File: src/hw/rtl/md5_message_digest_macros.svh
// Assertion macros for the MD5 block
`ifndef MD5_MESSAGE_DIGEST_MACROS_SVH
`define MD5_MESSAGE_DIGEST_MACROS_SVH
`ifndef ASSERT_OFF
`define MD5_ASSERT(label, clk, rst, prop) \
  label: assert property (@(posedge clk) disable iff (rst) prop) else $error("%m: label");
`define MD5_ASSERT_NEVER(label, clk, rst, cond) \
  label: assert property (@(posedge clk) disable iff (rst) !(cond)) else $error("%m: label");
`else
`define MD5_ASSERT(label, clk, rst, prop)
`define MD5_ASSERT_NEVER(label, clk, rst, cond)
`endif
`endif

File: src/hw/rtl/md5_pkg.sv
// ----------------------------------------------------------------------------
// md5_pkg
// Constants, types and round tables shared by the MD5 front and back ends.
// ----------------------------------------------------------------------------
package md5_pkg;

  localparam int unsigned BlockWords = 16;
  localparam int unsigned FifoDepth  = 4;

  localparam logic [31:0] InitA = 32'h67452301;
  localparam logic [31:0] InitB = 32'hefcdab89;
  localparam logic [31:0] InitC = 32'h98badcfe;
  localparam logic [31:0] InitD = 32'h10325476;

  // one request from the front end to the back end
  typedef struct packed {
    logic [31:0] data;    // word to store
    logic [3:0]  slot;    // buffer slot
    logic        compress; // run the rounds after this write
    logic        finish;   // emit the digest after the rounds
  } md5_cmd_t;

  function automatic logic [31:0] sine_add(input logic [5:0] r);
    logic [31:0] t [64];
    t = '{
      32'hd76aa478, 32'he8c7b756, 32'h242070db, 32'hc1bdceee,
      32'hf57c0faf, 32'h4787c62a, 32'ha8304613, 32'hfd469501,
      32'h698098d8, 32'h8b44f7af, 32'hffff5bb1, 32'h895cd7be,
      32'h6b901122, 32'hfd987193, 32'ha679438e, 32'h49b40821,
      32'hf61e2562, 32'hc040b340, 32'h265e5a51, 32'he9b6c7aa,
      32'hd62f105d, 32'h02441453, 32'hd8a1e681, 32'he7d3fbc8,
      32'h21e1cde6, 32'hc33707d6, 32'hf4d50d87, 32'h455a14ed,
      32'ha9e3e905, 32'hfcefa3f8, 32'h676f02d9, 32'h8d2a4c8a,
      32'hfffa3942, 32'h8771f681, 32'h6d9d6122, 32'hfde5380c,
      32'ha4beea44, 32'h4bdecfa9, 32'hf6bb4b60, 32'hbebfbc70,
      32'h289b7ec6, 32'heaa127fa, 32'hd4ef3085, 32'h04881d05,
      32'hd9d4d039, 32'he6db99e5, 32'h1fa27cf8, 32'hc4ac5665,
      32'hf4292244, 32'h432aff97, 32'hab9423a7, 32'hfc93a039,
      32'h655b59c3, 32'h8f0ccc92, 32'hffeff47d, 32'h85845dd1,
      32'h6fa87e4f, 32'hfe2ce6e0, 32'ha3014314, 32'h4e0811a1,
      32'hf7537e82, 32'hbd3af235, 32'h2ad7d2bb, 32'heb86d391};
    return t[r];
  endfunction

  function automatic logic [4:0] rot_amt(input logic [5:0] r);
    logic [4:0] t [16];
    t = '{5'd7, 5'd12, 5'd17, 5'd22, 5'd5, 5'd9, 5'd14, 5'd20,
          5'd4, 5'd11, 5'd16, 5'd23, 5'd6, 5'd10, 5'd15, 5'd21};
    return t[{r[5:4], r[1:0]}];
  endfunction

  // message word used by round r
  function automatic logic [3:0] msg_index(input logic [5:0] r);
    logic [3:0] i;
    i = r[3:0];
    case (r[5:4])
      2'd0:    return i;
      2'd1:    return 4'(5 * i + 1);
      2'd2:    return 4'(3 * i + 5);
      default: return 4'(7 * i);
    endcase
  endfunction

endpackage

File: src/hw/rtl/md5_front.sv
// ----------------------------------------------------------------------------
// md5_front
// Takes message words, tracks position and bit length, and turns each word
// into buffer writes, including pad and length words on the final word.
// ----------------------------------------------------------------------------
module md5_front import md5_pkg::*; (
  input  logic        clk,
  input  logic        rst,
  input  logic [31:0] data_word,
  input  logic [2:0]  byte_count,
  input  logic        last,
  input  logic        push,
  output logic        full,
  output md5_cmd_t    cmd,
  output logic        cmd_valid,
  input  logic        cmd_ready
);

  typedef enum logic [2:0] {
    ST_IDLE = 3'b001,
    ST_PAD  = 3'b010,
    ST_TAIL = 3'b100
  } fst_t;

  fst_t        state, state_next;
  logic [3:0]  pos;
  logic [63:0] bit_length;
  logic        pad_pending; // 0x80 still owed in next word

  logic [2:0]  cnt;
  logic [31:0] keep, padded;
  logic        accept;

  assign cnt    = (byte_count > 3'd4) ? 3'd4 : byte_count;
  assign keep   = (cnt == 3'd0) ? 32'h0 :
                  (cnt == 3'd1) ? 32'h0000_00ff :
                  (cnt == 3'd2) ? 32'h0000_ffff :
                  (cnt == 3'd3) ? 32'h00ff_ffff : 32'hffff_ffff;
  assign padded = (data_word & keep) |
                  ((cnt == 3'd4) ? 32'h0 : (32'h80 << {cnt[1:0], 3'b000}));
  assign full   = (state != ST_IDLE) || !cmd_ready;
  assign accept = push && !full;

  always_comb begin
    state_next = state;
    cmd        = '0;
    cmd_valid  = 1'b0;
    cmd.slot   = pos;
    unique case (state)
      ST_IDLE: begin
        cmd_valid = accept;
        if (!last) begin
          cmd.data     = data_word;
          cmd.compress = (pos == 4'd15);
        end else begin
          cmd.data     = padded;
          cmd.compress = (pos == 4'd15);
          state_next   = (cnt == 3'd4 || pos >= 4'd14) ? ST_PAD : ST_TAIL;
          if (cnt != 3'd4 && pos == 4'd13) state_next = ST_TAIL;
        end
      end
      ST_PAD: begin
        cmd_valid    = cmd_ready;
        cmd.data     = pad_pending ? 32'h80 : 32'h0;
        cmd.compress = (pos == 4'd15);
        // after a pad word, go to tail only if the length fits
        if (cmd_ready && pos <= 4'd13)
          state_next = ST_TAIL;
      end
      default: begin
        cmd_valid    = cmd_ready;
        cmd.data     = (pos == 4'd14) ? bit_length[31:0] :
                       (pos == 4'd15) ? bit_length[63:32] : 32'h0;
        cmd.compress = (pos == 4'd15);
        cmd.finish   = (pos == 4'd15);
        if (cmd_ready && pos == 4'd15) state_next = ST_IDLE;
      end
    endcase
  end

  always_ff @(posedge clk) begin
    if (rst) begin
      state       <= ST_IDLE;
      pos         <= '0;
      bit_length  <= '0;
      pad_pending <= 1'b0;
    end else begin
      if (cmd_valid) begin
        state <= state_next;
        // wraps to slot 0 after slot 15, also after the length word
        pos   <= pos + 4'd1;
        if (state == ST_IDLE) begin
          bit_length  <= bit_length + (last ? 64'({cnt, 3'b000}) : 64'd32);
          pad_pending <= last && (cnt == 3'd4);
        end else begin
          pad_pending <= 1'b0;
        end
        if (state == ST_TAIL && pos == 4'd15) begin
          bit_length <= '0;
        end
      end
    end
  end

endmodule

File: src/hw/rtl/md5_back.sv
// ----------------------------------------------------------------------------
// md5_back
// Block buffer, 64-round compression at one round per cycle, chaining
// registers and a digest word select on the chaining registers.
// ----------------------------------------------------------------------------
`include "md5_message_digest_macros.svh"
module md5_back import md5_pkg::*; (
  input  logic        clk,
  input  logic        rst,
  input  md5_cmd_t    cmd,
  input  logic        cmd_valid,
  output logic        cmd_pop,
  output logic [31:0] digest_word,
  output logic [1:0]  word_index,
  output logic        last_word,
  output logic        empty,
  input  logic        pop
);

  typedef enum logic [3:0] {
    ST_LOAD  = 4'b0001,
    ST_ROUND = 4'b0010,
    ST_ADD   = 4'b0100,
    ST_OUT   = 4'b1000
  } bst_t;

  bst_t        state;
  logic [31:0] block_buffer [BlockWords];
  logic [31:0] chain [4];
  logic [31:0] wa, wb, wc, wd;
  logic [5:0]  round_count;
  logic        finish;
  logic [1:0]  out_idx;
  logic [31:0] fv, sum, rot, mword;
  logic [4:0]  sh;

  assign mword = block_buffer[msg_index(round_count)];
  assign sh    = rot_amt(round_count);
  always_comb begin
    case (round_count[5:4])
      2'd0:    fv = (wb & wc) | (~wb & wd);
      2'd1:    fv = (wb & wd) | (wc & ~wd);
      2'd2:    fv = wb ^ wc ^ wd;
      default: fv = wc ^ (wb | ~wd);
    endcase
  end
  assign sum   = wa + fv + mword + sine_add(round_count);
  assign rot   = (sum << sh) | (sum >> (6'd32 - {1'b0, sh}));
  assign cmd_pop = (state == ST_LOAD) && cmd_valid;

  assign empty       = (state != ST_OUT);
  assign digest_word = chain[out_idx];
  assign word_index  = out_idx;
  assign last_word   = (out_idx == 2'd3);

  always_ff @(posedge clk) begin
    if (cmd_pop) block_buffer[cmd.slot] <= cmd.data;
  end

  always_ff @(posedge clk) begin
    if (rst) begin
      state       <= ST_LOAD;
      round_count <= '0;
      finish      <= 1'b0;
      out_idx     <= '0;
      chain       <= '{InitA, InitB, InitC, InitD};
      {wa, wb, wc, wd} <= '0;
    end else begin
      unique case (state)
        ST_LOAD: if (cmd_pop && cmd.compress) begin
          state       <= ST_ROUND;
          finish      <= cmd.finish;
          round_count <= '0;
          {wa, wb, wc, wd} <= {chain[0], chain[1], chain[2], chain[3]};
        end
        ST_ROUND: begin
          wa <= wd;
          wb <= wb + rot;
          wc <= wb;
          wd <= wc;
          round_count <= round_count + 6'd1;
          if (round_count == 6'd63) state <= ST_ADD;
        end
        ST_ADD: begin
          chain[0] <= chain[0] + wa;
          chain[1] <= chain[1] + wb;
          chain[2] <= chain[2] + wc;
          chain[3] <= chain[3] + wd;
          out_idx  <= '0;
          state    <= finish ? ST_OUT : ST_LOAD;
        end
        default: if (pop) begin
          out_idx <= out_idx + 2'd1;
          if (out_idx == 2'd3) begin
            chain <= '{InitA, InitB, InitC, InitD};
            state <= ST_LOAD;
          end
        end
      endcase
    end
  end

  `MD5_ASSERT(a_no_pop_in_rounds, clk, rst, (state == ST_ROUND) |-> !cmd_pop)
  `MD5_ASSERT(a_round_end, clk, rst, (state == ST_ROUND && round_count == 6'd63) |=> (state == ST_ADD))
  `MD5_ASSERT(a_chain_reset, clk, rst, (!empty && pop && last_word) |=> (chain[0] == InitA))

endmodule

File: src/hw/rtl/md5_cmd_fifo.sv
// ----------------------------------------------------------------------------
// md5_cmd_fifo
// Short request queue between the front and back ends.
// ----------------------------------------------------------------------------
module md5_cmd_fifo import md5_pkg::*; #(
  parameter int unsigned Depth = FifoDepth
) (
  input  logic     clk,
  input  logic     rst,
  input  md5_cmd_t wr_cmd,
  input  logic     wr_en,
  output logic     wr_ready,
  output md5_cmd_t rd_cmd,
  output logic     rd_valid,
  input  logic     rd_en
);

  localparam int unsigned AW = (Depth > 1) ? $clog2(Depth) : 1;

  md5_cmd_t       mem [Depth];
  logic [AW-1:0]  wp, rp;
  logic [AW:0]    cnt;

  assign wr_ready = (cnt != (AW+1)'(Depth));
  assign rd_valid = (cnt != '0);
  assign rd_cmd   = mem[rp];

  always_ff @(posedge clk) begin
    if (wr_en && wr_ready) mem[wp] <= wr_cmd;
  end

  always_ff @(posedge clk) begin
    if (rst) begin
      wp <= '0; rp <= '0; cnt <= '0;
    end else begin
      if (wr_en && wr_ready) wp <= (wp == AW'(Depth - 1)) ? '0 : wp + AW'(1);
      if (rd_en && rd_valid) rp <= (rp == AW'(Depth - 1)) ? '0 : rp + AW'(1);
      cnt <= cnt + (AW+1)'(wr_en && wr_ready) - (AW+1)'(rd_en && rd_valid);
    end
  end

endmodule

File: src/hw/rtl/md5_message_digest.sv
// ----------------------------------------------------------------------------
// md5_message_digest
// Streaming MD5 hash: message words in, four digest words out per message.
// ----------------------------------------------------------------------------
// Input queue: push/full with data_word, byte_count, last. Words go in
// first byte in bits 7..0; byte_count matters on the last word only.
// Output queue: empty/pop; four requests A..D, last_word on D.
// The front end turns each word into buffer writes (plus pad and length
// words after the last one) and queues them; the back end stores them and
// runs one MD5 round per cycle, 64 rounds and then an add step per block.
// Loading the 16 words, the rounds and the add do not overlap: the back
// end takes no new word while rounds run. After the last word the front
// end writes up to 18 pad and length words. While the digest waits
// unpopped the back end holds and the queue fills, so full rises. Reset
// returns the chain to the initial values and clears the length and
// position; no clearing pass is needed.
// ----------------------------------------------------------------------------
module md5_message_digest import md5_pkg::*; #(
  parameter int unsigned QueueDepth = FifoDepth
) (
  input  logic        clk,
  input  logic        rst,
  input  logic [31:0] data_word,
  input  logic [2:0]  byte_count,
  input  logic        last,
  input  logic        push,
  output logic        full,
  output logic [31:0] digest_word,
  output logic [1:0]  word_index,
  output logic        last_word,
  output logic        empty,
  input  logic        pop
);

  md5_cmd_t f_cmd, b_cmd;
  logic     f_valid, f_ready, b_valid, b_pop;

  md5_front u_front (
    .clk, .rst, .data_word, .byte_count, .last, .push, .full,
    .cmd(f_cmd), .cmd_valid(f_valid), .cmd_ready(f_ready)
  );

  md5_cmd_fifo #(.Depth(QueueDepth)) u_fifo (
    .clk, .rst, .wr_cmd(f_cmd), .wr_en(f_valid), .wr_ready(f_ready),
    .rd_cmd(b_cmd), .rd_valid(b_valid), .rd_en(b_pop)
  );

  md5_back u_back (
    .clk, .rst, .cmd(b_cmd), .cmd_valid(b_valid), .cmd_pop(b_pop),
    .digest_word, .word_index, .last_word, .empty, .pop
  );

endmodule

File: config.mk
export PLATFORM = sky130hd
export DESIGN_NAME = md5_message_digest
export DESIGN_NICKNAME = d
export VERILOG_FILES = /design/src/hw/rtl/md5_pkg.sv /design/src/hw/rtl/md5_front.sv /design/src/hw/rtl/md5_back.sv /design/src/hw/rtl/md5_cmd_fifo.sv /design/src/hw/rtl/md5_message_digest.sv
export VERILOG_INCLUDE_DIRS = /design/src /design/src/hw/rtl
export SDC_FILE = /design/constraint.sdc
export NUM_CORES = 2
export LEC_CHECK = 0
export BUFFER_PORTS_ARGS = -buffer_cell sky130_fd_sc_hd__buf_2
export CORE_UTILIZATION = 29
export DETAILED_ROUTE_END_ITERATION = 8
export PLACE_DENSITY_LB_ADDON = 0.2
export SLEW_MARGIN = 20
export SYNTH_ARGS = -nofsm -noshare
export SYNTH_HDL_FRONTEND = slang
export SYNTH_SLANG_ARGS = --single-unit
File: constraint.sdc
create_clock -name clk -period 24.9 [get_ports clk]
set_input_delay 2.49 -clock clk [delete_from_list [all_inputs] [get_ports clk]]
set_output_delay 2.49 -clock clk [all_outputs]
set_load 0.05 [all_outputs]
==> impl_metrics.json <==
{
  "powerDensity_nw_per_um2": 137,
  "reg2reg_depth": 40,
  "ir_drop_worst_case_vdd_mv": 0.0841,
  "numClockSinks": 1011,
  "commonest_cells_after_routing_fill_and_taps_aside": "sky130_fd_sc_hd__edfxtp_1, sky130_fd_sc_hd__nand2_1, sky130_fd_sc_hd__a21oi_1",
  "hold_buffers": 0,
  "critical_path_required_ns": 25.57,
  "crit_path_max_fanout": 40,
  "max_capacitance_violation_total": 0,
  "power.sequential.fraction_pct": 27.7,
  "r2r-start": "u_back.round_count[0]$_SDFFE_PP0P_",
  "antenna_found_initial": 5,
  "timing.final.crit_period_ns": 13.52,
  "synth.net_count": 6056,
  "yosys.area.top_type_share_pct": 33.6,
  "dr_total_vias": 46200,
  "async_reset_ff_share_pct": 0,
  "worstHoldPathCells": 2,
  "cts_root_buffer": "sky130_fd_sc_hd__clkbuf_16",
  "synthesis.area_um2": 59300,
  "internal_power_mw": 5.04,
  "num_rows": 165,
  "floorplan.die.height_um": 454,
  "skew_ns": 0.0868,
  "htree_num_levels": 3,
  "place_congestion": 0.907,
  "syn2layout_area_growth_pct": 12.1,
  "power.leakage_nw": 24.0,
  "grt_setup_unrepaired": "no",
  "minimum_setup_slack_among_reg_to_reg_paths_ns": 11.38,
  "post_drt_via_cell_ratio": 5.47,
  "max-clock-path-buffers": 3,
  "switching_share_pct": 44.8,
  "path_delay_family": "compound AO/OA/AOI/OAI gates",
  "clk_pin_slew_ns": 0.06,
  "worst_setup_path_end_kind": "register",
  "cp_num_buf_inv": 6,
  "clock_power_share_pct": 18.0,
  "status": "finished, final reports clean",
  "layout.filler_cells": 20700,
  "die_width_um": 454,
  "crit_arrival_ns": 14.19,
  "postCtsSetupRepairBufs": 0,
  "worstHoldPathType": "register to register",
  "syn_inst": 5713,
  "comb_power_share_pct": 54.4,
  "synth.avg_cell_area_um2": 10.4,
  "final-max-slew-violation-count": 0,
  "groute.usage.overall_pct": 19.7,
  "initialDrtViolationCount": 4356,
  "drc_errors": 0,
  "synth.ff_latch_count": 1011,
  "synth_top_cells_by_area": "sky130_fd_sc_hd__edfxtp_1, sky130_fd_sc_hd__dfxtp_1, sky130_fd_sc_hd__mux4_2, sky130_fd_sc_hd__ha_1, sky130_fd_sc_hd__a21oi_1",
  "tightest_slew_ns": 1.18,
  "drt.antenna.violating_nets": 0,
  "timing.slew.headroom_pct": 20.2,
  "post_route_cells_drive_above_1_share_pct": 12.0,
  "cts_buffers": 110,
  "postRouteWirelength_um": 207000,
  "gr-total-overflow": 0,
  "power_switching_mw": 4.08,
  "cp-start-kind": "register",
  "dieArea_um2": 206000,
  "drt_pre_antenna_iters": 6,
  "timing.final.hold_violations": 0,
  "crit_path_class": "register to register",
  "worst_path_max_delay_cell": "sky130_fd_sc_hd__o311ai_0",
  "port-buffer-count": 76,
  "multi_input_comb_area_um2": 30500,
  "synth_edf_count": 664,
  "dp_hpwl_um": 144000,
  "cp_slowest_stage_delay_ns": 0.98,
  "floorplan.initialDensity_pct": 29.3,
  "synthesis.yosys.warnings": 0,
  "layout_commonest_cell": "sky130_fd_sc_hd__edfxtp_1",
  "worst_skew_pair.late_latency_ns": 0.79,
  "wire_per_inst_um": 24.5,
  "timing.hold.worst.start": "u_front.pad_pending$_SDFFE_PP0P_",
  "sequential_cell_area_um2": 26900,
  "tritoncts": "done",
  "r2r-end": "u_back.wb[28]$_SDFFE_PP0P_",
  "number_of_failing_setup_endpoints_in_the_final_timing_report": 0,
  "dominantRegCellSynth": "sky130_fd_sc_hd__edfxtp_1",
  "worstHoldEndpoint": "u_front.pad_pending$_SDFFE_PP0P_",
  "fmax_mhz": 74.0,
  "grt_pass1_vias": 44600,
  "synth.distinct_cells": 98,
  "setup_tns_ns": 0,
  "yosysSeqAreaShare_pct": 45.3,
  "post-synth-top-area-cell": "sky130_fd_sc_hd__edfxtp_1",
  "num-nets-final": 6023,
  "wire_length_of_the_first_global_routing_pass_um": 305000,
  "path_common_cell": "sky130_fd_sc_hd__a21o_1",
  "fin_util_pct": 32.8,
  "crit_share_post_route_pct": 54.3,
  "count_of_cells_resized_by_post_cts_repair": 0,
  "largest_net_degree_at_the_start_of_global_routing": 115,
  "count_of_boundary_i_o_pins": 77,
  "core_area_um2": 203000
}
[worst min-delay path: cells and delay by family (launching register included)]
family           cells  cell delay (ns)
AO/OA/AOI/OAI        1             0.05
flip-flops           1             0.31
AND/OR/NAND/NOR      1             0.05
[through the flow]
step	hold slack [ns]	setup WS, ns	area, µm²	instances	power [mW]
2_1_floorplan	0.432	13.77	59300	5713	5.91
3_3_place_gp	0.450	11.32	62900	8240	7.46
3_5_place_dp	0.450	11.22	62900	8240	7.48
4_1_cts	0.459	11.23	66500	8444	9.16
5_1_grt	0.473	10.58	66500	8446	9.70
6_report	0.458	11.38	66500	8446	9.12
[power groups by stage]
stage | combinational, mW | sequential (mW) | clock (mW)
after global routing | 5.41 | 2.55 | 1.74
after global placement | 4.91 | 2.55 | 0
final | 4.96 | 2.52 | 1.64
after floorplan | 3.43 | 2.49 | 0
after CTS | 4.95 | 2.52 | 1.68
after detailed placement | 4.92 | 2.56 | 0
[state kept, by name, summed over array words and instances (netlist names), 2 cells and up, named ones only]
name                 cells
u_front.state            3
u_front.bit_length      61
u_front.pos              4
u_fifo.mem             152
u_back.wc               32
u_back.wb               32
u_back.chain           128
u_fifo.wp                2
u_back.block_buffer    512
u_back.state             4
u_back.wa               32
u_back.word_index        2
u_back.wd               32
u_back.round_count       6
u_fifo.rp                2
u_fifo.cnt               3
[cells in the mapped netlist, drive strengths merged (126+ instances only)]
cell and number:
mux4 225, nor2 507, nand2 571, a21oi 512, inv 260, edfxtp 664, clkbuf 248, o21ai 323
dfxtp 347, a22oi 126, xnor2 139, ha 229
[logic make-up (layout without fill, tap and decap cells)]
| family | Yosys count | in the layout | share of synthesized area [%] |
|---|---|---|---|
| DFF | 1011 | 1011 | 45.3 |
| other | 0 | 2 | 0 |
| xor gates and xnor gates | 235 | 235 | 3.49 |
| buffers and inverters | 588 | 647 | 3.80 |
| and+or+nand+nor | 1630 | 1630 | 12.5 |
| muxes | 292 | 292 | 9.71 |
| adders and majority gates | 303 | 303 | 7.32 |
| AOI/OAI and AO/OA | 1654 | 1654 | 17.9 |
[worst max-delay path by stage]
stage                                  startpoint                    endpoint  slack, ns  cells past startpoint
2_1_floorplan  u_back.round_count[1]$_SDFFE_PP0P_  u_back.wb[28]$_SDFFE_PP0P_      13.77                     43
3_3_place_gp   u_back.round_count[0]$_SDFFE_PP0P_  u_back.wb[28]$_SDFFE_PP0P_      11.32                     40
3_5_place_dp   u_back.round_count[0]$_SDFFE_PP0P_  u_back.wb[28]$_SDFFE_PP0P_      11.22                     40
4_1_cts        u_back.round_count[1]$_SDFFE_PP0P_  u_back.wb[28]$_SDFFE_PP0P_      11.23                     41
5_1_grt        u_back.round_count[1]$_SDFFE_PP0P_  u_back.wb[28]$_SDFFE_PP0P_      10.58                     41
6_report       u_back.round_count[0]$_SDFFE_PP0P_  u_back.wb[28]$_SDFFE_PP0P_      11.38                     40
[cell type report]
class | instances | share of cell area (%)
inverters | 261 | 1.48
diodes | 2 | 0.00753
clock inverters | 63 | 0.901
well taps | 2672 | 5.03
clock buffers | 141 | 4.48
repair buffers | 182 | 1.84
flip-flops and latches | 1011 | 40.5
multi-input cells | 4114 | 45.8
[routing by layer]
metal,GRT usage (%),wire length (µm),vias up
li1,-,-,21400
met1,25.7,89400,23200
met2,33.3,100000,1322
met3,2.31,9480,301
met4,7.21,7710,0
met5,0,0,-
Power figures use the tool's default switching activity.
